==> config.mk <==
export PLATFORM = sky130hd
export DESIGN_NAME = usg_fdiv
export DESIGN_NICKNAME = d
export VERILOG_FILES = /design/src/rtl/core/usg_pkg.sv /design/src/rtl/core/usg_fdiv.sv
export SDC_FILE = /design/constraint.sdc
export NUM_CORES = 1
export LEC_CHECK = 0
export ABC_CLOCK_PERIOD_IN_PS = 13830
export BUFFER_PORTS_ARGS = -buffer_cell sky130_fd_sc_hd__buf_2
export CORE_MARGIN = 3
export CORE_UTILIZATION = 56
export CTS_CLUSTER_DIAMETER = 100
export DETAILED_ROUTE_END_ITERATION = 8
export PLACE_DENSITY = 0.84
export RECOVER_POWER = 25
export SETUP_SLACK_MARGIN = 0.5
export SYNTH_ARGS = -nofsm -noshare
export SYNTH_HDL_FRONTEND = slang
export SYNTH_SLANG_ARGS = --single-unit
==> constraint.sdc <==
create_clock -name aclk -period 13.83 [get_ports aclk]
set_clock_uncertainty 0.1 [all_clocks]
set_input_delay 2.0745 -clock aclk [delete_from_list [all_inputs] [get_ports aclk]]
set_output_delay 2.0745 -clock aclk [all_outputs]
set_load 0.1 [all_outputs]
==> src/rtl/core/usg_pkg.sv <==
// Shared types, constants and arithmetic helpers for the UV sphere grid point generator.
// No dependencies; every other file in rtl/core refers to this package by scoped names.
package usg_pkg;

    localparam int CNT_W      = 9;
    localparam int RADIUS_W   = 16;
    localparam int CFG_IDX_W  = 2;
    localparam int CFG_DATA_W = 16;
    localparam int IDX_W      = 17;

    localparam int DEF_MAX_STACKS  = 256;
    localparam int DEF_MAX_SECTORS = 256;

    localparam logic [8:0]  RST_STACKS  = 9'd18;
    localparam logic [8:0]  RST_SECTORS = 9'd36;
    localparam logic [15:0] RST_RADIUS  = 16'd256;

    // Configuration register indexes
    localparam logic [1:0] CFG_STACKS  = 2'd0;
    localparam logic [1:0] CFG_SECTORS = 2'd1;
    localparam logic [1:0] CFG_RADIUS  = 2'd2;

    // Record kinds
    localparam logic KIND_VERTEX   = 1'b0;
    localparam logic KIND_TRIANGLE = 1'b1;

    // Fraction divider: quotient bits per stage and latency
    localparam int DIV_BITS      = 32;
    localparam int DIV_PER_STAGE = 4;
    localparam int DIV_STAGES    = DIV_BITS / DIV_PER_STAGE;
    localparam int DIV_LAT       = DIV_STAGES + 1;
    localparam int DIV_TEX_BITS  = 16;

    // Sine/cosine unit latency and the two rounding stages after it
    localparam int SC_LAT  = 13;
    localparam int MUL_LAT = 2;

    localparam logic [30:0] Q30_ONE = 31'h4000_0000;
    localparam logic [30:0] PIH_Q30 = 31'd1686629713;

    // Reciprocals for the constant divisions of the Horner steps
    localparam logic [31:0] RECIP_42 = 32'((64'd1 << 32) / 42);
    localparam logic [31:0] RECIP_20 = 32'((64'd1 << 32) / 20);
    localparam logic [31:0] RECIP_6  = 32'((64'd1 << 32) / 6);
    localparam logic [31:0] RECIP_56 = 32'((64'd1 << 32) / 56);
    localparam logic [31:0] RECIP_30 = 32'((64'd1 << 32) / 30);
    localparam logic [31:0] RECIP_12 = 32'((64'd1 << 32) / 12);

    typedef struct packed {
        logic signed [16:0] pos_x;
        logic signed [16:0] pos_y;
        logic signed [16:0] pos_z;
        logic signed [15:0] norm_x;
        logic signed [15:0] norm_y;
        logic signed [15:0] norm_z;
        logic [16:0]        tex_s;
        logic [16:0]        tex_t;
        logic [16:0]        k1;
        logic [16:0]        k2;
        logic               upper;
        logic               lower;
    } point_t;

    // Quotient estimate by reciprocal; may be one below the true quotient.
    function automatic logic [29:0] div_est(logic [29:0] v, logic [31:0] m);
        logic [61:0] p;
        p = 62'(v) * 62'(m);
        return 30'(p >> 32);
    endfunction

    // Corrects the estimate and returns one minus the quotient, in Q1.30.
    function automatic logic [30:0] one_minus_div(logic [29:0] v, logic [29:0] qe,
                                                  logic [5:0] d);
        logic [35:0] prod;
        logic [29:0] rem;
        logic [29:0] q;
        prod = 36'(qe) * 36'(d);
        rem  = 30'(36'(v) - prod);
        q    = (rem >= 30'(d)) ? qe + 30'd1 : qe;
        return Q30_ONE - 31'(q);
    endfunction

    // Truncating Q1.30 product.
    function automatic logic [30:0] mul_q30(logic [29:0] a, logic [30:0] b);
        logic [60:0] p;
        p = 61'(a) * 61'(b);
        return 31'(p >> 30);
    endfunction

    // Signed product rounded half away from zero, then shifted right by sh.
    function automatic logic signed [33:0] rnd_mul(logic signed [33:0] a,
                                                   logic signed [33:0] b, int sh);
        logic [32:0] ua;
        logic [32:0] ub;
        logic [65:0] p;
        logic [33:0] m;
        ua = a[33] ? 33'(-a) : 33'(a);
        ub = b[33] ? 33'(-b) : 33'(b);
        p  = 66'(ua) * 66'(ub);
        m  = 34'((p + (66'd1 << (sh - 1))) >> sh);
        return (a[33] != b[33]) ? -$signed(m) : $signed(m);
    endfunction

endpackage

==> src/rtl/core/usg_fdiv.sv <==
// Pipelined restoring divider giving index/count as a 32-bit binary fraction.
// Depends on usg_pkg for the stage split; the numerator never exceeds the divisor.
module usg_fdiv (
    input  logic        aclk,
    input  logic        en,
    input  logic [8:0]  num,
    input  logic [8:0]  den,
    output logic [32:0] quot,
    output logic [8:0]  rem16,
    output logic [8:0]  rem32
);

    typedef struct packed {
        logic [32:0] q;
        logic [8:0]  r;
        logic [8:0]  r16;
    } div_st_t;

    div_st_t stg_reg  [usg_pkg::DIV_STAGES+1];
    div_st_t stg_next [usg_pkg::DIV_STAGES+1];

    // The integer bit is set only when index equals count.
    always_comb begin
        stg_next[0].q   = 33'(num == den);
        stg_next[0].r   = (num == den) ? 9'd0 : num;
        stg_next[0].r16 = 9'd0;
    end

    for (genvar s = 1; s <= usg_pkg::DIV_STAGES; s++) begin : g_stage
        always_comb begin
            div_st_t    w;
            logic [9:0] r2;
            w = stg_reg[s-1];
            for (int j = 0; j < usg_pkg::DIV_PER_STAGE; j++) begin
                r2 = {w.r, 1'b0};
                if (r2 >= {1'b0, den}) begin
                    w.r = 9'(r2 - {1'b0, den});
                    w.q = {w.q[31:0], 1'b1};
                end else begin
                    w.r = 9'(r2);
                    w.q = {w.q[31:0], 1'b0};
                end
                if ((s - 1) * usg_pkg::DIV_PER_STAGE + j + 1 == usg_pkg::DIV_TEX_BITS) begin
                    w.r16 = w.r;
                end
            end
            stg_next[s] = w;
        end
    end

    always_ff @(posedge aclk) begin
        if (en) begin
            for (int s = 0; s <= usg_pkg::DIV_STAGES; s++) begin
                stg_reg[s] <= stg_next[s];
            end
        end
    end

    assign quot  = stg_reg[usg_pkg::DIV_STAGES].q;
    assign rem16 = stg_reg[usg_pkg::DIV_STAGES].r16;
    assign rem32 = stg_reg[usg_pkg::DIV_STAGES].r;

endmodule

# [Yosys cells after proc, flatten, opt, wreduce, memory -nomap -nowiden]
# Memory sizes are Yosys's and may differ from the RTL's.
# Cells that the tools add are included.
[classes] n_eq_ne=1 add_sub_neg=32 n_mux=35 magnitude_cmp=32
[op_table] cell="greater-or-equal comparator 10 x 9 -> 1 bit" n=32
[op_table] cell="2-to-1 mux 10 bit" n=32
[op_table] cell="subtractor 9 bit" n=32
[op_table] cell="equality test 9 bit" n=1
[op_table] cell="2-to-1 mux 9 bit" n=1
[op_table] cell="2-to-1 mux 1 bit" n=2
[word_totals] input_bits=20 mem_count=1 regBits=0 wordCells=101 mem_bits_rw=459 out_inout_bits=51
[mem_list] memory="stg_reg" depth=9 width=51 read_ports=9 rd_clocked_by_memory_dff=0 wr=9 line="usg_fdiv.sv:19" text="div_st_t stg_reg [usg_pkg::DIV_STAGES+1];"

# [Depth between registers and ports, before layout]
# Gate-level depths: netlist of the first run.
# An unclocked memory read counts as a cell.
[logic_depth] word_depth=9 mapped_depth=45 depth_no_buf=37

# [Worst setup path after synthesis of the first run]
# No wires, ideal clock.
[synth_timing] path_type="input to register" startpoint="input den[0]" endpoint="memory stg_reg[0][317] in the netlist's numbering (data pin)" path_buffers=9 stages=40 t_arrival_ps=11279 required_time_ps=13470 setup_time_ps=260 path_slack_ps=2191 path_cell_list="buf_4 buf_6 buf_6 inv_2 clkbuf_1 clkbuf_1 clkbuf_1 buf_1 fa_1 a211oi_1 o211ai_1 a31oi_1 inv_1 mux2_2 ha_1 a21oi_1 nand2_1 a221oi_4 [4 not listed] ha_1 o21ai_0 a21oi_1 o41ai_2 o21ai_1 a21oi_1 o21ai_0 a21oi_1 buf_2 mux2_2 ha_1 a21o_1 a21o_1 a221o_1 a221o_1 nor2_1 mux2i_4 mux2_2"
[synth_lines] element="start, declared" line="usg_fdiv.sv:7" text="input logic [8:0] den,"
[synth_lines] element="end, declared" line="usg_fdiv.sv:19"

==> results.toml, run 1 <==
[cts]
cts_tree = "yes"
clk_path_buf_depth = 3
path_clk_slew_ns = 0.06
cts_sinks = 270
clk_latency_ns = 0.57
cts.repair.resized = 0
cts_setup_buffers = 0
htreeDepth = 1
cts_buffers = 30
cts_root_buffer = "clkbuf_16"
cts_hold_buf = 0

[sta]
fmax_ghz = 0.08126
setup_violations = 0
final_max_slew_viol_count = 0
fin_crit_sh = 0.8898
worst_pin_slew_ns = 1.215
tns_ns = 0
fin_crit_ns = 12.31
rsz0062_at_grt = "no"
max_slew_margin = 0.1901
hold_viol = 0

[synthesis]
ys_seq_area_frac = 0.3496
syn_nets = 2561
synth_ff_type = "edfxtp_1"
synth_cell_types = 99
synth_cells = 2269
netlist_top_cells_area = "edfxtp_1 (35%), ha_1 (14%), mux2_2 (5.9%)"
synth_area_leader_cell = "edfxtp_1"
avgSynthCellArea_um2 = 10.22
yosysWarnings = 0
async_reset_ff_frac = 0
synth_seq_cells = 270
synth-edff-count = 270
syn_area_um2 = 23190
netlist.area_leader.share = 0.3496

[finish]
final_cell_area_um2 = 24780
antenna_cells = 0
layout.nets = 2596
fillCellCount = 3179
area_growth_syn_to_layout_pct = 6.868
largest_register_ffs = 270
drive_gt1_frac = 0.1526

[routing]
drt_wl_total_um = 54660
ant_nets = 0
drt_iter0_drc = 1410
routed-via-count = 17980
routedWlPerCell_um = 19.17
drt_pass1_iterations = 5
drc = 0
viasPerCell = 6.307

[die]
design.core.area_um2 = 40280
rows = 73
num_io_pins = 71
die_w_um = 209.5
die_h_um = 209.5
start_util = 0.5757
dieArea_um2 = 43890

[global_routing]
antenna_found_initial = 0
grt_pass1_wl_um = 89150
first_global_vias = 18100
grt_usage = 0.2431
gr-total-overflow = 0
grt_max_degree = 120

[setup_path]
slowest_stage = "a21oi_1"
cpPeakStageDelay_ns = 0.95
endpoint_kind = "register"
cp.required_ns = 14.05
worst-path-max-fanout = 25
startpoint_type = "input port"
critPathArrivalTime_ns = 12.53
path_common_cell = "a21oi_1"
setup.worst_path.class = "in2reg"

[hold_path]
hp-class = "reg2reg"

[placed_design]
dp_hpwl_um = 39250
port_buffers = 70
place_area_um2 = 23820
routabilityCongestion = 0.9231

[outcome]
outcome = "completed"

[run]
maxCapViolCount = 0
==> worst paths after layout <==
| kind | cells after the start | end | slack [ns] | start |
|---|---|---|---|---|
| setup / recovery | 33 | stg_reg[0][317] | 1.52 | den[1] |
| hold reg to reg | 0 | stg_reg[0][231] | 0.32 | stg_reg[0][176] |
| hold / removal | 0 | stg_reg[0][231] | 0.32 | stg_reg[0][176] |
| setup reg to reg | 30 | stg_reg[0][317] | 3.47 | stg_reg[0][264] |
==> critical path, delay by kind of cell <==
family                     cells  cell delay (ns)
muxes                          4             1.31
AOI/OAI and AO/OA             19             6.12
adders and majority gates      4             1.59
and+or+nand+nor                2             0.38
buffers and inverters          4             1.03
==> layer usage <==
metal | part of all wire | global-route usage
met1 | 0.42 | 0.3131
met2 | 0.48 | 0.4179
met3 | 0.064 | 0.03184
met4 | 0.038 | 0.09307
met5 | 0 | 0
==> kinds of logic (layout without fill, tap and decap cells) <==
logic type	count (synthesis)	in the layout	synth area share
multiplexers	153	153	0.07694
XOR/XNOR	184	184	0.06949
AND/OR/NAND/NOR	569	569	0.1248
buffers and inverters	183	240	0.04014
AO/OA/AOI/OAI	638	638	0.1897
adder cells (fa/ha/maj)	272	272	0.1493
flip-flops	270	270	0.3496
==> synthesized netlist by cell type (27+ instances only) <==
cell and instances:
a21o_1 83, a21oi_1 161, and2_1 28, buf_4 55
edfxtp_1 270, ha_1 264, inv_1 86, mux2_2 121
nand2_1 123, nand2b_1 45, nand3_1 34, nor2_1 171
nor3_1 31, o211ai_1 29, o21a_1 34, o21ai_0 130
o21bai_1 27, xnor2_1 105, xor2_1 79
==> per-stage QoR <==
stage | utilization | cells | hold WS [ns] | setup slack [ns]
floorplan | - | 2269 | 0.3003 | 2.191
global placement | 0.5913 | 2797 | 0.3009 | 1.704
detailed placement | 0.5913 | 2797 | 0.3045 | 1.248
CTS | 0.6153 | 2851 | 0.3143 | 1.753
global route | 0.6153 | 2851 | 0.3197 | 0.9587
finish | 0.6153 | 2851 | 0.3157 | 1.524
==> cell type report <==
type                       instances  area, um2  share of cell area
sequential                       270       8108              0.3272
clock buffer                      33      783.3             0.03161
tap                              525      656.9             0.02651
multi-input combinational       1816      14150              0.5710
timing repair buffer              91      543.0             0.02191
clock inverter                    21      181.4            0.007321
inverter                          95      359.1             0.01449
==> placed cells by master (no fill, tap or decap), types with 13 or more instances in the layout <==
master,count
a21boi_0,13
or3_1,15
o211ai_1,29
nand2b_1,45
nor3_1,31
nand2_1,123
and2_1,28
a221o_1,13
mux2i_1,13
nand4_1,15
xnor2_1,105
buf_2,69
o21bai_1,27
and3_1,19
nor2_1,171
buf_4,19
nand3_1,34
mux2_4,17
o31ai_1,15
inv_1,85
a21o_1,83
a21oi_1,161
a211oi_1,15
nor2b_1,26
a31oi_1,16
clkbuf_16,31
edfxtp_1,270
xor2_1,79
o21a_1,34
mux2_2,121
o21ai_0,130
ha_1,264
Power of run 1 is not shown: default switching activity piles up to over one toggle a cycle in this logic, so the estimate is an artifact.
==> inputs of run 2 (changes only) <==
--- a/config.mk
+++ b/config.mk
@@ -12,7 +12,7 @@
 export CTS_CLUSTER_DIAMETER = 100
 export DETAILED_ROUTE_END_ITERATION = 8
 export PLACE_DENSITY = 0.84
-export RECOVER_POWER = 25
+export RECOVER_POWER = 100
 export SETUP_SLACK_MARGIN = 0.5
 export SYNTH_ARGS = -nofsm -noshare
 export SYNTH_HDL_FRONTEND = slang
==> run 2 against run 1 <==
The run now ends with max-capacitance violations, max-slew violations left. Worst setup slack got worse by 0.45 ns. Hold slack barely moved. Register-to-register slack got worse by 0.41 ns. Final cell count did not move. Die area did not move. Sequential share of layout area rose by 0.47 points. First-iteration DRC count fell by 7.2%. Utilization fell by 0.87 points. Non-clock buffer count did not move. Global-route usage did not move. Clock-buffer cell count did not move.
==> results.toml, run 2 (synthesized netlist as in run 1, its figures left out) <==
[hold_path]
hold-path-endpoint = "stg_reg[0][280]"
hp-class = "reg2reg"
hold_depth = 0
hold_start = "stg_reg[0][225]"

[die]
num_io_pins = 71
die_w_um = 209.5
dieArea_um2 = 43890
start_util = 0.5757
die_h_um = 209.5
rows = 73
design.core.area_um2 = 40280

[placed_design]
routabilityCongestion = 0.9231
port_buffers = 70
dp_hpwl_um = 39250
place_ws_ns = 1.248
dp.cells = 2797

[sta]
max_slew_margin = -3.241
hold_viol = 0
fmax_ghz = 0.07837
setup_slack_ns = 1.069
rsz0062_at_grt = "no"
worst_pin_slew_ns = 6.362
fin_crit_ns = 12.76
tns_ns = 0
setup_violations = 0
final_max_slew_viol_count = 298
fin_crit_sh = 0.9227

[global_routing]
first_global_vias = 18100
gr-total-overflow = 0
grt_usage = 0.2431
antenna_found_initial = 0
grt_pass1_wl_um = 89150
grt_max_degree = 120

[routing]
drc = 0
ant_nets = 0
routedWlPerCell_um = 19.23
routed-via-count = 17940
drt_iter0_drc = 1308
viasPerCell = 6.293
drt_pass1_iterations = 5
drt_wl_total_um = 54820

[setup_path]
startpoint_type = "input port"
r2r-end = "stg_reg[0][323]"
critPathTopFamily = "compound AO/OA/AOI/OAI gates"
path_buf_inv = 3
r2r_slack_ns = 3.06
critPathArrivalTime_ns = 12.99
cp.required_ns = 14.06
worst-path-max-fanout = 19
setup.worst_path.class = "in2reg"
cpPeakStageDelay_ns = 0.86
crit_path_start = "den[0]"
endpoint_kind = "register"
crit_cells = 32
rr_startpoint = "stg_reg[0][264]"
slowest_stage = "a21oi_1"
reg2regPathDepth = 30

[run]
maxCapViolCount = 5

[cts]
clk_latency_ns = 0.58
cts.repair.resized = 0
cts_tree = "yes"
cts_sinks = 270
htreeDepth = 1
cts_buffers = 30
cts_root_buffer = "clkbuf_16"
path_clk_slew_ns = 0.06
cts_hold_buf = 0
cts_setup_buffers = 0
clk_path_buf_depth = 3

[finish]
final_common_cell = "edfxtp_1"
area_growth_syn_to_layout_pct = 5.358
layout_common_cells = "edfxtp_1 (270), ha_1 (264), nor2_1 (175)"
finalNonFillerCells = 2851
layout.nets = 2596
drive_gt1_frac = 0.1083
antenna_cells = 0
largest_register_ffs = 270

[outcome]
violations = "max-capacitance violations, max-slew violations"
outcome = "finished, violations left"
## run 2: layout make-up
cell class | count | area, um2
Multi-Input combinational cell | 1816 | 13890
Tap cell | 525 | 656.9
Inverter | 95 | 359.1
Clock inverter | 21 | 181.4
Fill cell | 3247 | 15850
Sequential cell | 270 | 8108
Clock buffer | 33 | 783.3
Timing Repair Buffer | 91 | 456.7
## run 2: worst reg2reg max path: cells and delay by family (launching register included)
family / cells / cell delay [ns]
AOI/OAI and AO/OA: 19 / 6.46
muxes: 4 / 1.50
adders and majority gates: 4 / 1.54
and+or+nand+nor: 2 / 0.27
buffers and inverters: 1 / 0.24
DFF: 1 / 0.43
## run 2: worst max path at each step
stage / endpoint / slack, ns
floorplan: stg_reg[0][317] / 2.19
global placement: stg_reg[0][319] / 1.70
detailed placement: stg_reg[0][323] / 1.25
CTS: stg_reg[0][323] / 1.75
global route: stg_reg[0][419] / 0.49
finish: stg_reg[0][323] / 1.07
## run 2: per-layer routing
metal,track usage,vias up,share of wire
met5,0,-,0
met4,0.09307,0,0.037
met3,0.03184,166,0.067
met2,0.4179,657,0.48
met1,0.3131,8559,0.42
li1,-,8559,-
## run 2: metrics by stage
step | area (um2) | utilization | hold WS (ns)
4_1_cts | 24780 | 0.6153 | 0.3143
6_report | 24430 | 0.6066 | 0.3158
3_3_place_gp | 23820 | 0.5913 | 0.3009
2_1_floorplan | 23190 | - | 0.3003
3_5_place_dp | 23820 | 0.5913 | 0.3045
5_1_grt | 24430 | 0.6066 | 0.3197
Power of run 2 is left out for the same reason.
