<file path="config.mk">
export PLATFORM = sky130hd
export DESIGN_NAME = usg_emit
export DESIGN_NICKNAME = d
export VERILOG_FILES = /design/src/rtl/core/usg_pkg.sv /design/src/rtl/core/usg_emit.sv
export SDC_FILE = /design/constraint.sdc
export NUM_CORES = 1
export LEC_CHECK = 0
export ABC_AREA = 1
export BUFFER_PORTS_ARGS = -buffer_cell sky130_fd_sc_hd__buf_2
export CORE_AREA = 2 2 144 146
export DETAILED_ROUTE_END_ITERATION = 16
export DIE_AREA = 0 0 146 148
export PLACE_DENSITY_LB_ADDON = 0.2
export SYNTH_ARGS = -nofsm -noshare
export SYNTH_HDL_FRONTEND = slang
export SYNTH_SLANG_ARGS = --single-unit
</file>
<file path="constraint.sdc">
create_clock -name aclk -period 15.9 [get_ports aclk]
set_input_delay 0 -clock aclk [delete_from_list [all_inputs] [get_ports aclk]]
set_output_delay 0 -clock aclk [all_outputs]
set_load 0.005 [all_outputs]
</file>
<file path="src/rtl/core/usg_pkg.sv">
// Shared types, constants and arithmetic helpers for the UV sphere grid point generator.
// No dependencies; every other file in rtl/core refers to this package by scoped names.
package usg_pkg;

    localparam int CNT_W      = 9;
    localparam int RADIUS_W   = 16;
    localparam int CFG_IDX_W  = 2;
    localparam int CFG_DATA_W = 16;
    localparam int IDX_W      = 17;

    localparam int DEF_MAX_STACKS  = 256;
    localparam int DEF_MAX_SECTORS = 256;

    localparam logic [8:0]  RST_STACKS  = 9'd18;
    localparam logic [8:0]  RST_SECTORS = 9'd36;
    localparam logic [15:0] RST_RADIUS  = 16'd256;

    // Configuration register indexes
    localparam logic [1:0] CFG_STACKS  = 2'd0;
    localparam logic [1:0] CFG_SECTORS = 2'd1;
    localparam logic [1:0] CFG_RADIUS  = 2'd2;

    // Record kinds
    localparam logic KIND_VERTEX   = 1'b0;
    localparam logic KIND_TRIANGLE = 1'b1;

    // Fraction divider: quotient bits per stage and latency
    localparam int DIV_BITS      = 32;
    localparam int DIV_PER_STAGE = 4;
    localparam int DIV_STAGES    = DIV_BITS / DIV_PER_STAGE;
    localparam int DIV_LAT       = DIV_STAGES + 1;
    localparam int DIV_TEX_BITS  = 16;

    // Sine/cosine unit latency and the two rounding stages after it
    localparam int SC_LAT  = 13;
    localparam int MUL_LAT = 2;

    localparam logic [30:0] Q30_ONE = 31'h4000_0000;
    localparam logic [30:0] PIH_Q30 = 31'd1686629713;

    // Reciprocals for the constant divisions of the Horner steps
    localparam logic [31:0] RECIP_42 = 32'((64'd1 << 32) / 42);
    localparam logic [31:0] RECIP_20 = 32'((64'd1 << 32) / 20);
    localparam logic [31:0] RECIP_6  = 32'((64'd1 << 32) / 6);
    localparam logic [31:0] RECIP_56 = 32'((64'd1 << 32) / 56);
    localparam logic [31:0] RECIP_30 = 32'((64'd1 << 32) / 30);
    localparam logic [31:0] RECIP_12 = 32'((64'd1 << 32) / 12);

    typedef struct packed {
        logic signed [16:0] pos_x;
        logic signed [16:0] pos_y;
        logic signed [16:0] pos_z;
        logic signed [15:0] norm_x;
        logic signed [15:0] norm_y;
        logic signed [15:0] norm_z;
        logic [16:0]        tex_s;
        logic [16:0]        tex_t;
        logic [16:0]        k1;
        logic [16:0]        k2;
        logic               upper;
        logic               lower;
    } point_t;

    // Quotient estimate by reciprocal; may be one below the true quotient.
    function automatic logic [29:0] div_est(logic [29:0] v, logic [31:0] m);
        logic [61:0] p;
        p = 62'(v) * 62'(m);
        return 30'(p >> 32);
    endfunction

    // Corrects the estimate and returns one minus the quotient, in Q1.30.
    function automatic logic [30:0] one_minus_div(logic [29:0] v, logic [29:0] qe,
                                                  logic [5:0] d);
        logic [35:0] prod;
        logic [29:0] rem;
        logic [29:0] q;
        prod = 36'(qe) * 36'(d);
        rem  = 30'(36'(v) - prod);
        q    = (rem >= 30'(d)) ? qe + 30'd1 : qe;
        return Q30_ONE - 31'(q);
    endfunction

    // Truncating Q1.30 product.
    function automatic logic [30:0] mul_q30(logic [29:0] a, logic [30:0] b);
        logic [60:0] p;
        p = 61'(a) * 61'(b);
        return 31'(p >> 30);
    endfunction

    // Signed product rounded half away from zero, then shifted right by sh.
    function automatic logic signed [33:0] rnd_mul(logic signed [33:0] a,
                                                   logic signed [33:0] b, int sh);
        logic [32:0] ua;
        logic [32:0] ub;
        logic [65:0] p;
        logic [33:0] m;
        ua = a[33] ? 33'(-a) : 33'(a);
        ub = b[33] ? 33'(-b) : 33'(b);
        p  = 66'(ua) * 66'(ub);
        m  = 34'((p + (66'd1 << (sh - 1))) >> sh);
        return (a[33] != b[33]) ? -$signed(m) : $signed(m);
    endfunction

endpackage

</file>
<file path="src/rtl/core/usg_emit.sv">
// Output sequencer: turns one finished grid point into its vertex and triangle items.
// Depends on usg_pkg for point_t and the record kinds.
module usg_emit (
    input  logic                  aclk,
    input  logic                  aresetn,
    input  logic                  pt_valid,
    input  usg_pkg::point_t       pt,
    output logic                  pt_ready,
    output logic                  m_tvalid,
    input  logic                  m_tready,
    output logic [191:0]          m_tdata,
    output logic                  m_tuser
);

    typedef enum logic [1:0] {ST_IDLE, ST_VTX, ST_UPPER, ST_LOWER} state_t;

    state_t          state_reg;
    state_t          state_next;
    usg_pkg::point_t pt_reg;
    logic            rec_last;
    logic [16:0]     ca, cb, cc_idx;

    always_comb begin
        unique case (state_reg)
            ST_IDLE:  state_next = ST_IDLE;
            ST_VTX:   state_next = pt_reg.upper ? ST_UPPER : (pt_reg.lower ? ST_LOWER : ST_IDLE);
            ST_UPPER: state_next = pt_reg.lower ? ST_LOWER : ST_IDLE;
            ST_LOWER: state_next = ST_IDLE;
            default:  state_next = ST_IDLE;
        endcase
    end

    assign rec_last = (state_reg != ST_IDLE) && (state_next == ST_IDLE);
    assign pt_ready = (state_reg == ST_IDLE) || (m_tready && rec_last);
    assign m_tvalid = (state_reg != ST_IDLE);

    always_ff @(posedge aclk) begin
        if (!aresetn) begin
            state_reg <= ST_IDLE;
        end else begin
            if (pt_valid && pt_ready) begin
                state_reg <= ST_VTX;
                pt_reg    <= pt;
            end else if (m_tvalid && m_tready) begin
                state_reg <= state_next;
            end
        end
    end

    always_comb begin
        ca     = 17'd0;
        cb     = 17'd0;
        cc_idx = 17'd0;
        if (state_reg == ST_UPPER) begin
            ca     = pt_reg.k1;
            cb     = pt_reg.k2;
            cc_idx = pt_reg.k1 + 17'd1;
        end else if (state_reg == ST_LOWER) begin
            ca     = pt_reg.k1 + 17'd1;
            cb     = pt_reg.k2;
            cc_idx = pt_reg.k2 + 17'd1;
        end
    end

    always_comb begin
        if (state_reg == ST_UPPER || state_reg == ST_LOWER) begin
            m_tuser = usg_pkg::KIND_TRIANGLE;
            m_tdata = {7'd0, cc_idx, rec_last, cb, ca, 133'd0};
        end else begin
            m_tuser = usg_pkg::KIND_VERTEX;
            m_tdata = {7'd0, 17'd0, rec_last, 17'd0, 17'd0, pt_reg.tex_t, pt_reg.tex_s,
                       pt_reg.norm_z, pt_reg.norm_y, pt_reg.norm_x,
                       pt_reg.pos_z, pt_reg.pos_y, pt_reg.pos_x};
        end
    end

    a_upper_only_when_flagged: assert property (@(posedge aclk) disable iff (!aresetn)
        (state_reg == ST_UPPER) |-> pt_reg.upper)
        else $error("upper triangle item emitted for a point without one");

    a_ready_only_when_free: assert property (@(posedge aclk) disable iff (!aresetn)
        pt_ready |-> ((state_reg == ST_IDLE) || (m_tready && rec_last)))
        else $error("new point taken while earlier items still pending");

    a_load_starts_vertex: assert property (@(posedge aclk) disable iff (!aresetn)
        (pt_valid && pt_ready) |=> (state_reg == ST_VTX))
        else $error("a loaded point did not start with its vertex item");

endmodule
</file>
## After elaboration in Yosys (flattened, before gate mapping)

Index checks and enable logic that the tools add are counted.

| storage, ports and cells | value |
|---|---|
| flip-flop bits (word level) | 171 |
| input bits | 173 |
| output and inout port bits | 195 |
| word-level logic and storage cells | 46 |

| cells by class | value |
|---|---|
| $add $sub $neg | 2 |
| eq/ne operators | 3 |
| mux-type cells | 13 |
| bitwise operators | 1 |
| reductions and logical operators | 13 |

Operators by type and width:

| operator | number |
|---|---|
| $mux 185 | 1 |
| $mux 17 | 6 |
| $add 17x1->17 const B | 2 |
| $pmux 2 s3 | 1 |
| $eq 2x2->1 const B | 2 |
| $logic_and 1x1->1 | 4 |
| $logic_not 2->1 | 2 |
| $mux 2 | 2 |
| $reduce_bool 2->1 | 2 |
| $reduce_or 2->1 | 2 |
| $mux 1 | 3 |
| $eq 2x1->1 const B | 1 |
| $logic_or 1x1->1 | 2 |
| $reduce_and 2->1 | 1 |
| $not 1->1 | 1 |

## Depth between registers and ports, before layout

Gate-level depths: netlist of run 1.

| logic depth | value |
|---|---|
| depth after elaboration | 9 |
| mapped depth | 9 |
| mapped depth without buffers | 9 |

## Worst setup path after synthesis of run 1

No wires, ideal clock.

| timing | value |
|---|---|
| path kind | register -> register |
| start point | reg state_reg[1] |
| end point | reg pt_reg[0] (netlist name) (enable) |
| library setup time | 0.701 ns |
| data arrival time | 7.829 ns |
| required time | 15.199 ns |
| path slack | 7.371 ns |
| cell stages (with the launch flop) | 7 |
| buffers on the path | 1 |
| clock period less this slack | 8.529 ns |
| cells stage by stage | dfxtp_1 buf_4 nor2_2 inv_2 nand2_1 nand4_1 nor2_1 |

| on the way | value |
|---|---|
| elaborated cells on any way between the ends | 13 |
| those cells by class | 3 x eq/ne; 1 x mux; 9 x reduce/logical |

RTL lines:

| element | line | RTL |
|---|---|---|
| start, declared | usg_emit.sv:17 | `state_t state_reg;` |
| start signal, assigned | usg_emit.sv:45 | `state_reg <= state_next;` |
| $reduce_bool 2->1 | n/a |  |
| net m_tvalid | usg_emit.sv:9 | `output logic m_tvalid,` |
| $logic_and 1x1->1 | usg_emit.sv:33 | `assign rec_last = (state_reg != ST_IDLE) && (state_next == ST_IDLE);` |
| $logic_and 1x1->1 | usg_emit.sv:34 | `assign pt_ready = (state_reg == ST_IDLE) \|\| (m_tready && rec_last);` |
| $logic_or 1x1->1 | usg_emit.sv:34 |  |
| $logic_and 1x1->1 | usg_emit.sv:41 | `if (pt_valid && pt_ready) begin` |
| $reduce_and 2->1 (no line) | n/a |  |
| end signal, assigned | usg_emit.sv:43 | `pt_reg <= pt;` |
| end, declared | usg_emit.sv:19 | `usg_pkg::point_t pt_reg;` |

The timed path passes the listed nets, and every way through them passes these cells.
A chain may end at the register's enable or synchronous reset.

## Worst setup path in the final report of run 1

| timing | value |
|---|---|
| start point | reg state_reg[1] |
| end point | reg pt_reg[2] (netlist name) (enable) |

| on the way | value |
|---|---|
| word-level cells in the longest chain between the ends | 9 |
| elaborated cells on any way between the ends | 13 |
| those cells by class | 3 x eq/ne; 1 x mux; 9 x reduce/logical |

Ends and longest elaborated chain:

| element | line | RTL |
|---|---|---|
| $eq 2x2->1 / $logic_not 2->1 (equally long branches) | usg_emit.sv:24, usg_emit.sv:34 |  |
| $reduce_or 2->1 (no line) | n/a |  |
| $pmux 2 s3 | usg_emit.sv:24 | `unique case (state_reg)` |
| $logic_not 2->1 | usg_emit.sv:33 |  |
| $logic_and 1x1->1 | usg_emit.sv:33 |  |
| $logic_and 1x1->1 | usg_emit.sv:34 |  |
| $logic_or 1x1->1 * | usg_emit.sv:34 |  |
| $logic_and 1x1->1 * | usg_emit.sv:41 |  |
| $reduce_and 2->1 (no line) * | n/a |  |

Every way passes the cells marked *; elsewhere a longest branch is shown, timed or not.

==> results of run 1 <==
## through the flow
step           setup slack, ns  total power [mW]  hold WS (ns)  cell area [sq um]
2_1_floorplan             7.37             0.658        0.0989               7800
3_3_place_gp             12.62             0.739         0.176               9800
3_5_place_dp             12.57             0.740         0.178               9800
4_1_cts                  12.55              1.19         0.189              12100
5_1_grt                  12.33              1.23         0.219              12100
6_report                 12.58              1.18         0.206              12100
## worst register-to-register path, cell delays in order, from the launching register on
cell and delay [ns]:
dfxtp_4 0.79, nor2_1 0.15, o21ai_1 0.16, nand4_1 0.19, nor2_4 0.65, buf_4 0.88
## path summary, 6_finish.rpt
kind                     start          to
setup / recovery  state_reg[1]   pt_reg[2]
hold / removal        pt_valid  pt_reg[13]
setup reg to reg  state_reg[1]   pt_reg[2]
hold reg to reg      pt_reg[1]  pt_reg[13]
## layout make-up
type / instances / area [sq um]
sequential: 171 / 5120
antenna: 1 / 2.50
tap: 270 / 338
inverter: 194 / 728
multi-input combinational: 399 / 1790
fill: 1732 / 7920
clock buffer: 17 / 425
timing repair buffer: 536 / 3560
clock inverter: 13 / 160
## metal layers
metal | part of all wire, % | global-route usage (%) | vias to the layer above
met1 | 37 | 23.8 | 3256
met2 | 52 | 38.7 | 314
met5 | 0 | 0 | -
li1 | - | - | 3513
met4 | 2.0 | 7.57 | 0
met3 | 9.3 | 8.09 | 36
## power by group through the flow
stage                     clock, mW  sequential, mW  combinational, mW
final                         0.414           0.560              0.208
after global routing          0.440           0.563              0.231
after CTS                     0.427           0.559              0.207
after detailed placement          0           0.569              0.171
after global placement            0           0.568              0.171
after floorplan                   0           0.569             0.0890
## cells by family after synthesis
group,synth area share (%)
xor gates and xnor gates,0.772
buffers and inverters,11.6
AOI/OAI and AO/OA,2.72
and+or+nand+nor,18.8
other,0.0482
adders and majority gates,0.322
DFF,65.8
## cell usage in the layout, fill, tap and decap left out, types with 3 or more instances in the layout
cell type	n
buf_2	360
inv_1	191
dlygate4sd3_1	173
edfxtp_1	169
nor2_1	163
nand2_1	111
nand3_1	41
clkbuf_16	17
o21ai_0	16
nand4_1	12
conb_1	7
nand2_2	6
nor2_2	6
a21oi_1	5
o22ai_1	5
inv_6	5
nor2_4	4
o21ai_2	3
inv_2	3
xnor2_1	3
buf_4	3
==> results.sh, run 1 <==
export IMPL_fp_dieW_um=146
export IMPL_slew_headroom_pct=29.7
export IMPL_clock_skew_ns=0.0154
export IMPL_dr_first_iter_drc_count=366
export IMPL_timing_fmax_ghz=0.301
export IMPL_ys_seq_area_share_pct=65.8
export IMPL_p_sw_mw=0.310
export IMPL_vias=7119
export IMPL_dp_final_hpwl_mm=16.1
export IMPL_fin_crit_ns=3.32
export IMPL_synth_top_area_share_pct=65.2
export IMPL_synth_top_area_cell="edfxtp_1"
export IMPL_rows=52
export IMPL_ys_ff_latch=171
export IMPL_outcome="finished, final reports clean"
export IMPL_swShare_pct=26.3
export IMPL_numCtsBuffers=17
export IMPL_intPower_mw=0.871
export IMPL_endpoint_kind="register"
export IMPL_cp_top_family="simple AND/OR/NAND/NOR gates"
export IMPL_synth_cell_type_count=32
export IMPL_dp_cells=1397
export IMPL_cellLeakagePower_nw=6.08
export IMPL_path_depth=5
export IMPL_startpoint_type="register"
export IMPL_cts_resized=0
export IMPL_grt_use_total_pct=21.7
export IMPL_r2r_cells=5
export IMPL_dieArea_sq_um=21600
export IMPL_wl_mm=23.7
export IMPL_largest_reg_flops=169
export IMPL_slowest_delay_ns=0.87
export IMPL_power_density_nw_per_um2=97.5
export IMPL_io_pins=368
export IMPL_fin_nets=1494
export IMPL_clkPwrFrac_pct=35.1
export IMPL_cts_hold_buf=173
export IMPL_worstHoldPathType="input pin to register"
export IMPL_grt_pass1_wl_mm=36.3
export IMPL_finalCoreUtilization_pct=60.5
export IMPL_slew_viol_final=0
export IMPL_drive_gt1_share_pct=31.6
export IMPL_arrival_ns=3.36
export IMPL_cp_num_buf_inv=1
export IMPL_wl_per_cell_um=14.8
export IMPL_crit_required_ns=15.94
export IMPL_tritoncts="done"
export IMPL_tightest_slew_ns=1.05
export IMPL_power_frac_seq_pct=47.4
export IMPL_coreArea_sq_um=20000
export IMPL_worstHoldPathCells=3
export IMPL_crit_chain="nor2_1 -> o21ai_1 -> nand4_1 -> nor2_4 -> buf_4"
export IMPL_grt_pass1_vias=7229
export IMPL_ir_drop_v=0.0000705
export IMPL_cts_setup_buffers=0
export IMPL_route_detailed_drc=0
export IMPL_critPathSlowestCell="buf_4"
export IMPL_drt_pass1_iter_count=4
export IMPL_clock_insertion_delay_worst_skew_ns=0.43
export IMPL_initial_core_util_pct=38.8
export IMPL_vias_per_cell=4.45
export IMPL_area_growth_pct=55.8
export IMPL_maxCapViolCount=0
export IMPL_yosysMostFrequentCell="inv_1"
export IMPL_comb_power_share_pct=17.6
export IMPL_critical_path_max_fanout=79
export IMPL_clockBufferDepth=2
export IMPL_rsz0062_at_grt="no"
export IMPL_clkTransAtPathRegs_ns=0.07
export IMPL_r2r_setup_slack_ns=12.58
export IMPL_antenna_found_initial=1
export IMPL_detail_route_antenna_nets=0
export IMPL_timing_final_hold_violations=0
export IMPL_cts_htree_levels=4
export IMPL_fin_crit_sh_pct=20.9
export IMPL_synth_flop_cell="edfxtp_1"
export IMPL_synthCells=790
export IMPL_clock_sinks=171
export IMPL_syn_mean_instance_area_sq_um=9.85
export IMPL_fin_cells=1601
export IMPL_grt_max_degree=94
export IMPL_synth_async_reset_ratio_pct=0
export IMPL_synth_edf_count=169
export IMPL_syn_area_sq_um=7780
export IMPL_die_h_um=148
export IMPL_ys_warn_count=0
export IMPL_final_setup_tns_ns=0
export IMPL_grt_overflow_total=0
export IMPL_worstSetupPathType="register to register"
export IMPL_root_buffer="clkbuf_16"
export IMPL_ys_top_cells_by_count="inv_1 (191), edfxtp_1 (169), nor2_1 (164)"
export IMPL_setup_viol=0
export IMPL_portBuffers=360
export IMPL_globalplace_congestion=0.850
export IMPL_synthTopCellsByArea="edfxtp_1 (65%), inv_1 (9.2%), nor2_1 (7.9%)"
(Power assumes the default switching activity.)
==> run 2, diff against run 1 <==
--- a/config.mk
+++ b/config.mk
@@ -7,9 +7,10 @@
 export LEC_CHECK = 0
 export ABC_AREA = 1
 export BUFFER_PORTS_ARGS = -buffer_cell sky130_fd_sc_hd__buf_2
-export CORE_AREA = 2 2 144 146
+export CORE_ASPECT_RATIO = 0.8
+export CORE_MARGIN = 2
+export CORE_UTILIZATION = 42
 export DETAILED_ROUTE_END_ITERATION = 16
-export DIE_AREA = 0 0 146 148
 export PLACE_DENSITY_LB_ADDON = 0.2
 export SYNTH_ARGS = -nofsm -noshare
 export SYNTH_HDL_FRONTEND = slang
==> constraint.sdc (replaced) <==
create_clock -name aclk -period 2.8 [get_ports aclk]
set_input_delay 0 -clock aclk [delete_from_list [all_inputs] [get_ports aclk]]
set_output_delay 0 -clock aclk [all_outputs]
set_load 0.005 [all_outputs]
==> run 2 against run 1 <==
Effect of this change:
- core utilization is 6.5 points higher
- count of clock-buffer cells in the layout is 1 higher
- global-route usage is 2.5 points higher
- sequential share of layout area is 0.19 points lower
- critical endpoint is now m_tdata[176]
==> results.sh, run 2 (synthesized netlist as in run 1, its figures left out) <==
export IMPL_dieArea_sq_um=19600
export IMPL_finalCoreUtilization_pct=67.0
export IMPL_cts_resized=0
export IMPL_route_detailed_drc=0
export IMPL_drt_pass1_iter_count=4
export IMPL_cellLeakagePower_nw=6.13
export IMPL_antenna_found_initial=1
export IMPL_detail_route_antenna_nets=0
export IMPL_rows=44
export IMPL_portBuffers=360
export IMPL_cp_num_buf_inv=2
export IMPL_slew_headroom_pct=41.8
export IMPL_worstSetupPathType="register to primary output"
export IMPL_fin_nets=1498
export IMPL_slew_viol_final=0
export IMPL_fin_crit_ns=2.05
export IMPL_critical_path_max_fanout=21
export IMPL_crit_chain="nand2_2 -> inv_1 -> o211ai_1 -> nand2_1 -> buf_2"
export IMPL_fin_cells=1567
export IMPL_coreArea_sq_um=18200
export IMPL_timing_hold_ws_ns=0.276
export IMPL_fin_crit_sh_pct=73.1
export IMPL_vias=7202
export IMPL_seq_area_sq_um=5120
export IMPL_grt_pass1_wl_mm=36.7
export IMPL_dp_final_hpwl_mm=15.9
export IMPL_clock_sinks=171
export IMPL_area_growth_pct=56.5
export IMPL_arrival_ns=2.05
export IMPL_wl_per_cell_um=15.2
export IMPL_drive_gt1_share_pct=31.9
export IMPL_grt_pass1_vias=7109
export IMPL_cts_htree_levels=4
export IMPL_vias_per_cell=4.60
export IMPL_final_cell_mix="buf_2 (360), inv_1 (191), dlygate4sd3_1 (173)"
export IMPL_root_buffer="clkbuf_16"
export IMPL_crit_required_ns=2.80
export IMPL_power_density_nw_per_um2=558
export IMPL_dr_first_iter_drc_count=486
export IMPL_numCtsBuffers=17
export IMPL_clkTransAtPathRegs_ns=0.08
export IMPL_globalplace_congestion=0.910
export IMPL_grt_use_total_pct=24.2
export IMPL_clock_skew_ns=0.0210
export IMPL_layout_commonest_cell="buf_2"
export IMPL_multiInputGateArea_sq_um=1800
export IMPL_critPathSlowestCell="inv_1"
export IMPL_rsz0062_at_grt="no"
export IMPL_postPlaceCellArea_sq_um=9840
export IMPL_outcome="finished, final reports clean"
export IMPL_fin_area_sq_um=12200
export IMPL_slowest_delay_ns=0.54
export IMPL_clockBufferDepth=2
export IMPL_timing_fmax_ghz=0.489
export IMPL_die_h_um=126
export IMPL_io_pins=368
export IMPL_cp_top_family="buffers and inverters"
export IMPL_endpoint_kind="primary output"
export IMPL_setup_viol=0
export IMPL_fill_cells=1386
export IMPL_tightest_slew_ns=0.873
export IMPL_fp_dieW_um=156
export IMPL_dp_cells=1361
export IMPL_timing_final_hold_violations=0
export IMPL_maxCapViolCount=0
export IMPL_ir_drop_v=0.000434
export IMPL_grt_overflow_total=0
export IMPL_grt_max_degree=88
export IMPL_initial_core_util_pct=42.8
export IMPL_startpoint_type="register"
export IMPL_clock_insertion_delay_worst_skew_ns=0.43
export IMPL_largest_reg_flops=169
export IMPL_wl_mm=23.8
export IMPL_worstHoldPathType="input pin to register"
export IMPL_tritoncts="done"
==> run 2: cell types whose count changed in the layout (fill, tap and decap cells not counted), moves of 2 or more <==
cell,previous run,this run
inv_8,1,6
buf_12,0,4
inv_6,5,1
clkinv_4,1,3
==> run 2: per-stage QoR <==
step                setup WS (ns)  power (mW)  setup TNS (ns)
finish                      0.754        6.79               0
global route                0.546        7.10               0
CTS                         0.739        6.82               0
detailed placement          0.990        4.23               0
global placement             1.03        4.23               0
floorplan                  -0.976        3.70         -165.00
==> run 2: repair_timing <==
action                    4_1_cts  5_1_grt
setup buffers                   0        0
hold buffers                  173        0
hold endpoints to repair      171        0
==> run 2: routing by layer <==
layer	vias to the layer above	routed length [um]	track usage, %
met4	0	514	8.15
met3	36	1910	7.57
met2	308	12100	41.9
li1	3516	-	-
met1	3342	9240	28.7
met5	-	0	0
==> run 2: worst paths after layout <==
check               startpoint      endpoint  slack, ns  cells after the start
hold / removal          pt[40]    pt_reg[40]       0.28                      2
hold reg to reg      pt_reg[1]    pt_reg[50]       1.05                      4
setup reg to reg  state_reg[1]  state_reg[1]       0.96                      4
setup / recovery  state_reg[0]  m_tdata[176]       0.75                      5
==> run 2: cell type report <==
type	instances	area share [%]
Antenna cell	1	0.0206
Tap cell	230	2.36
Clock inverter	14	1.42
Timing Repair Buffer	540	29.9
Sequential cell	171	42.0
Multi-Input combinational cell	399	14.8
Clock buffer	18	3.53
Inverter	194	5.98
==> run 2: power breakdown <==
group	total [mW]	switching (mW)	internal [mW]
clock	2.40	1.11	1.28
combinational	1.25	0.665	0.588
sequential	3.14	0.0933	3.05
==> run 3, diff against run 2 <==
--- a/config.mk
+++ b/config.mk
@@ -7,10 +7,9 @@
 export LEC_CHECK = 0
 export ABC_AREA = 1
 export BUFFER_PORTS_ARGS = -buffer_cell sky130_fd_sc_hd__buf_2
-export CORE_ASPECT_RATIO = 0.8
-export CORE_MARGIN = 2
-export CORE_UTILIZATION = 42
+export CORE_AREA = 2 2 144 146
 export DETAILED_ROUTE_END_ITERATION = 16
+export DIE_AREA = 0 0 146 148
 export PLACE_DENSITY_LB_ADDON = 0.2
 export SYNTH_ARGS = -nofsm -noshare
 export SYNTH_HDL_FRONTEND = slang
==> constraint.sdc (replaced) <==
create_clock -name aclk -period 2.05 [get_ports aclk]
set_input_delay 0 -clock aclk [delete_from_list [all_inputs] [get_ports aclk]]
set_output_delay 0 -clock aclk [all_outputs]
set_load 0.005 [all_outputs]
==> run 3 against run 2 <==
Effect of this change:
- sequential power grew 37%
- design area grew 1.3%
- worst setup slack lost 0.64 ns
- global-route usage shrank 2.5 points
- final cell count grew 3.3%
- clock power grew 35%
- combinational power grew 39%
- via count shrank 0.32%
- register-to-register slack lost 0.77 ns
- count of clock-buffer cells in the layout is the same
- sequential cell count is the same
- largest power group unchanged
- highest routed layer unchanged
==> results.sh, run 3 (synthesized netlist as in run 1, its figures left out) <==
export IMPL_detail_route_antenna_nets=0
export IMPL_antenna_found_initial=1
export IMPL_slew_viol_final=0
export IMPL_rows=52
export IMPL_fill_cells=1725
export IMPL_rsz0062_at_grt="no"
export IMPL_portBuffers=360
export IMPL_timing_final_hold_violations=0
export IMPL_fin_crit_ns=1.94
export IMPL_startpoint_type="register"
export IMPL_r2r_setup_slack_ns=0.19
export IMPL_numCtsBuffers=17
export IMPL_outcome="finished, final reports clean"
export IMPL_dr_first_iter_drc_count=331
export IMPL_r2r_start="state_reg[0]"
export IMPL_busiest_layer="met2"
export IMPL_crit_required_ns=2.05
export IMPL_min_delay_start="pt[116]"
export IMPL_dp_cells=1408
export IMPL_multiInputGateArea_sq_um=1810
export IMPL_tightest_slew_ns=0.871
export IMPL_root_buffer="clkbuf_16"
export IMPL_clockBufferDepth=2
export IMPL_drt_pass1_iter_count=4
export IMPL_crit_chain="inv_1 -> nor2_2 -> buf_6 -> clkinvlp_4 -> buf_4 -> o22ai_1 -> buf_2"
export IMPL_tritoncts="done"
export IMPL_critPathSlowestCell="dfxtp_4"
export IMPL_coreArea_sq_um=20000
export IMPL_timing_hold_ws_ns=0.286
export IMPL_maxCapViolCount=0
export IMPL_initial_core_util_pct=38.8
export IMPL_slew_headroom_pct=42.0
export IMPL_min_to="pt_reg[116]"
export IMPL_timing_fmax_ghz=0.516
export IMPL_worstHoldPathCells=2
export IMPL_clock_insertion_delay_worst_skew_ns=0.42
export IMPL_final_cell_mix="buf_2 (360), inv_1 (189), dlygate4sd3_1 (172)"
export IMPL_worstHoldPathType="input pin to register"
export IMPL_layout_commonest_cell="buf_2"
export IMPL_wl_mm=24.1
export IMPL_power_density_nw_per_um2=752
export IMPL_grt_use_total_pct=21.7
export IMPL_slowest_delay_ns=0.39
export IMPL_worstSetupPathType="register to primary output"
export IMPL_cts_htree_levels=4
export IMPL_vias_per_cell=4.44
export IMPL_timing_rr_end="pt_reg[65]"
export IMPL_endpoint_kind="primary output"
export IMPL_arrival_ns=1.94
export IMPL_largest_reg_flops=169
export IMPL_clkTransAtPathRegs_ns=0.07
export IMPL_fin_nets=1510
export IMPL_vias=7179
export IMPL_use_met3_pct=6.76
export IMPL_clock_sinks=171
export IMPL_grt_max_degree=87
export IMPL_fin_crit_sh_pct=94.6
export IMPL_route_detailed_drc=0
export IMPL_use_met1_pct=23.7
export IMPL_cellLeakagePower_nw=6.18
export IMPL_wl_per_cell_um=14.9
export IMPL_io_pins=368
export IMPL_setup_viol=0
export IMPL_grt_pass1_vias=7487
export IMPL_grt_pass1_wl_mm=36.9
export IMPL_globalplace_congestion=0.916
export IMPL_drive_gt1_share_pct=33.0
export IMPL_fin_cells=1618
export IMPL_dp_final_hpwl_mm=16.9
export IMPL_dieArea_sq_um=21600
export IMPL_area_growth_pct=58.6
export IMPL_critical_path_max_fanout=22
export IMPL_seq_area_sq_um=5120
export IMPL_use_met2_pct=40.0
export IMPL_fp_dieW_um=146
export IMPL_r2r_cells=6
export IMPL_die_h_um=148
export IMPL_clock_skew_ns=0.0160
export IMPL_grt_overflow_total=0
export IMPL_ir_drop_v=0.000617
==> run 3: cell count changes in the layout (fill, tap and decap cells not counted), sizes merged <==
| cell | previous run | this run |
|---|---|---|
| clkinvlp | 1 | 4 |
| clkinv | 5 | 3 |
| buf | 367 | 380 |
| dlygate4sd3 | 173 | 172 |
| bufinv | 1 | 2 |
| inv | 201 | 198 |
==> run 3: worst max path at each step <==
stage / start / slack, ns / endpoint / cells past startpoint
after detailed placement: state_reg[0] / 0.21 / pt_reg[109] / 6
after floorplan: state_reg[1] / -1.73 / pt_reg[0] / 6
after CTS: pt_reg[19] / 0.006 / m_tdata[174] / 7
final: state_reg[1] / 0.11 / m_tdata[137] / 7
after global routing: pt_reg[19] / 0.002 / m_tdata[174] / 7
after global placement: state_reg[0] / 0.26 / pt_reg[134] / 6
==> run 3: per-stage QoR <==
step / setup slack [ns] / instance area [sq um] / power [mW] / utilization, % / setup TNS (ns)
3_3_place_gp: 0.263 / 9950 / 5.80 / 49.7 / 0
3_5_place_dp: 0.213 / 9950 / 5.81 / 49.7 / 0
6_report: 0.110 / 12300 / 9.28 / 61.6 / 0
5_1_grt: 0.00171 / 12300 / 9.68 / 61.6 / 0
2_1_floorplan: -1.73 / 7820 / 5.05 / - / -291.75
4_1_cts: 0.00585 / 12300 / 9.33 / 61.2 / 0
==> run 3: layout make-up <==
type | count | share of cell area, %
multi-input combinational | 399 | 14.7
clock buffer | 18 | 3.48
clock inverter | 13 | 1.26
sequential | 171 | 41.5
timing repair buffer | 552 | 30.3
tap | 270 | 2.74
antenna | 1 | 0.0203
inverter | 194 | 5.96
==> run 3: timing repair <==
| item | 4_1_cts | 5_1_grt |
|---|---|---|
| endpoints found under the setup margin | 4 | 16 |
| buffers inserted | 0 | 6 |
| hold endpoints to repair | 171 | 0 |
| gates resized for setup | 2 | 6 |
| hold buffers | 172 | 0 |
| pin swaps | 0 | 0 |
==> run 3: critical path: cells and delay by family, from the launching register on <==
family	cells	cell delay, ns
buffers and inverters	5	0.80
AO/OA/AOI/OAI	1	0.21
AND/OR/NAND/NOR	1	0.12
flip-flops	1	0.39
==> run 3: power breakdown <==
group | switching, mW | internal (mW) | leakage, nW
combinational | 0.906 | 0.836 | 4.31
clock | 1.41 | 1.82 | 0.282
sequential | 0.133 | 4.17 | 1.58
total | 2.45 | 6.83 | 6.18
==> run 3: per-layer routing <==
metal	share of wire [%]	up-vias
li1	-	3542
met1	38	3307
met2	53	291
met3	7.3	39
met4	2.3	0
met5	0	-
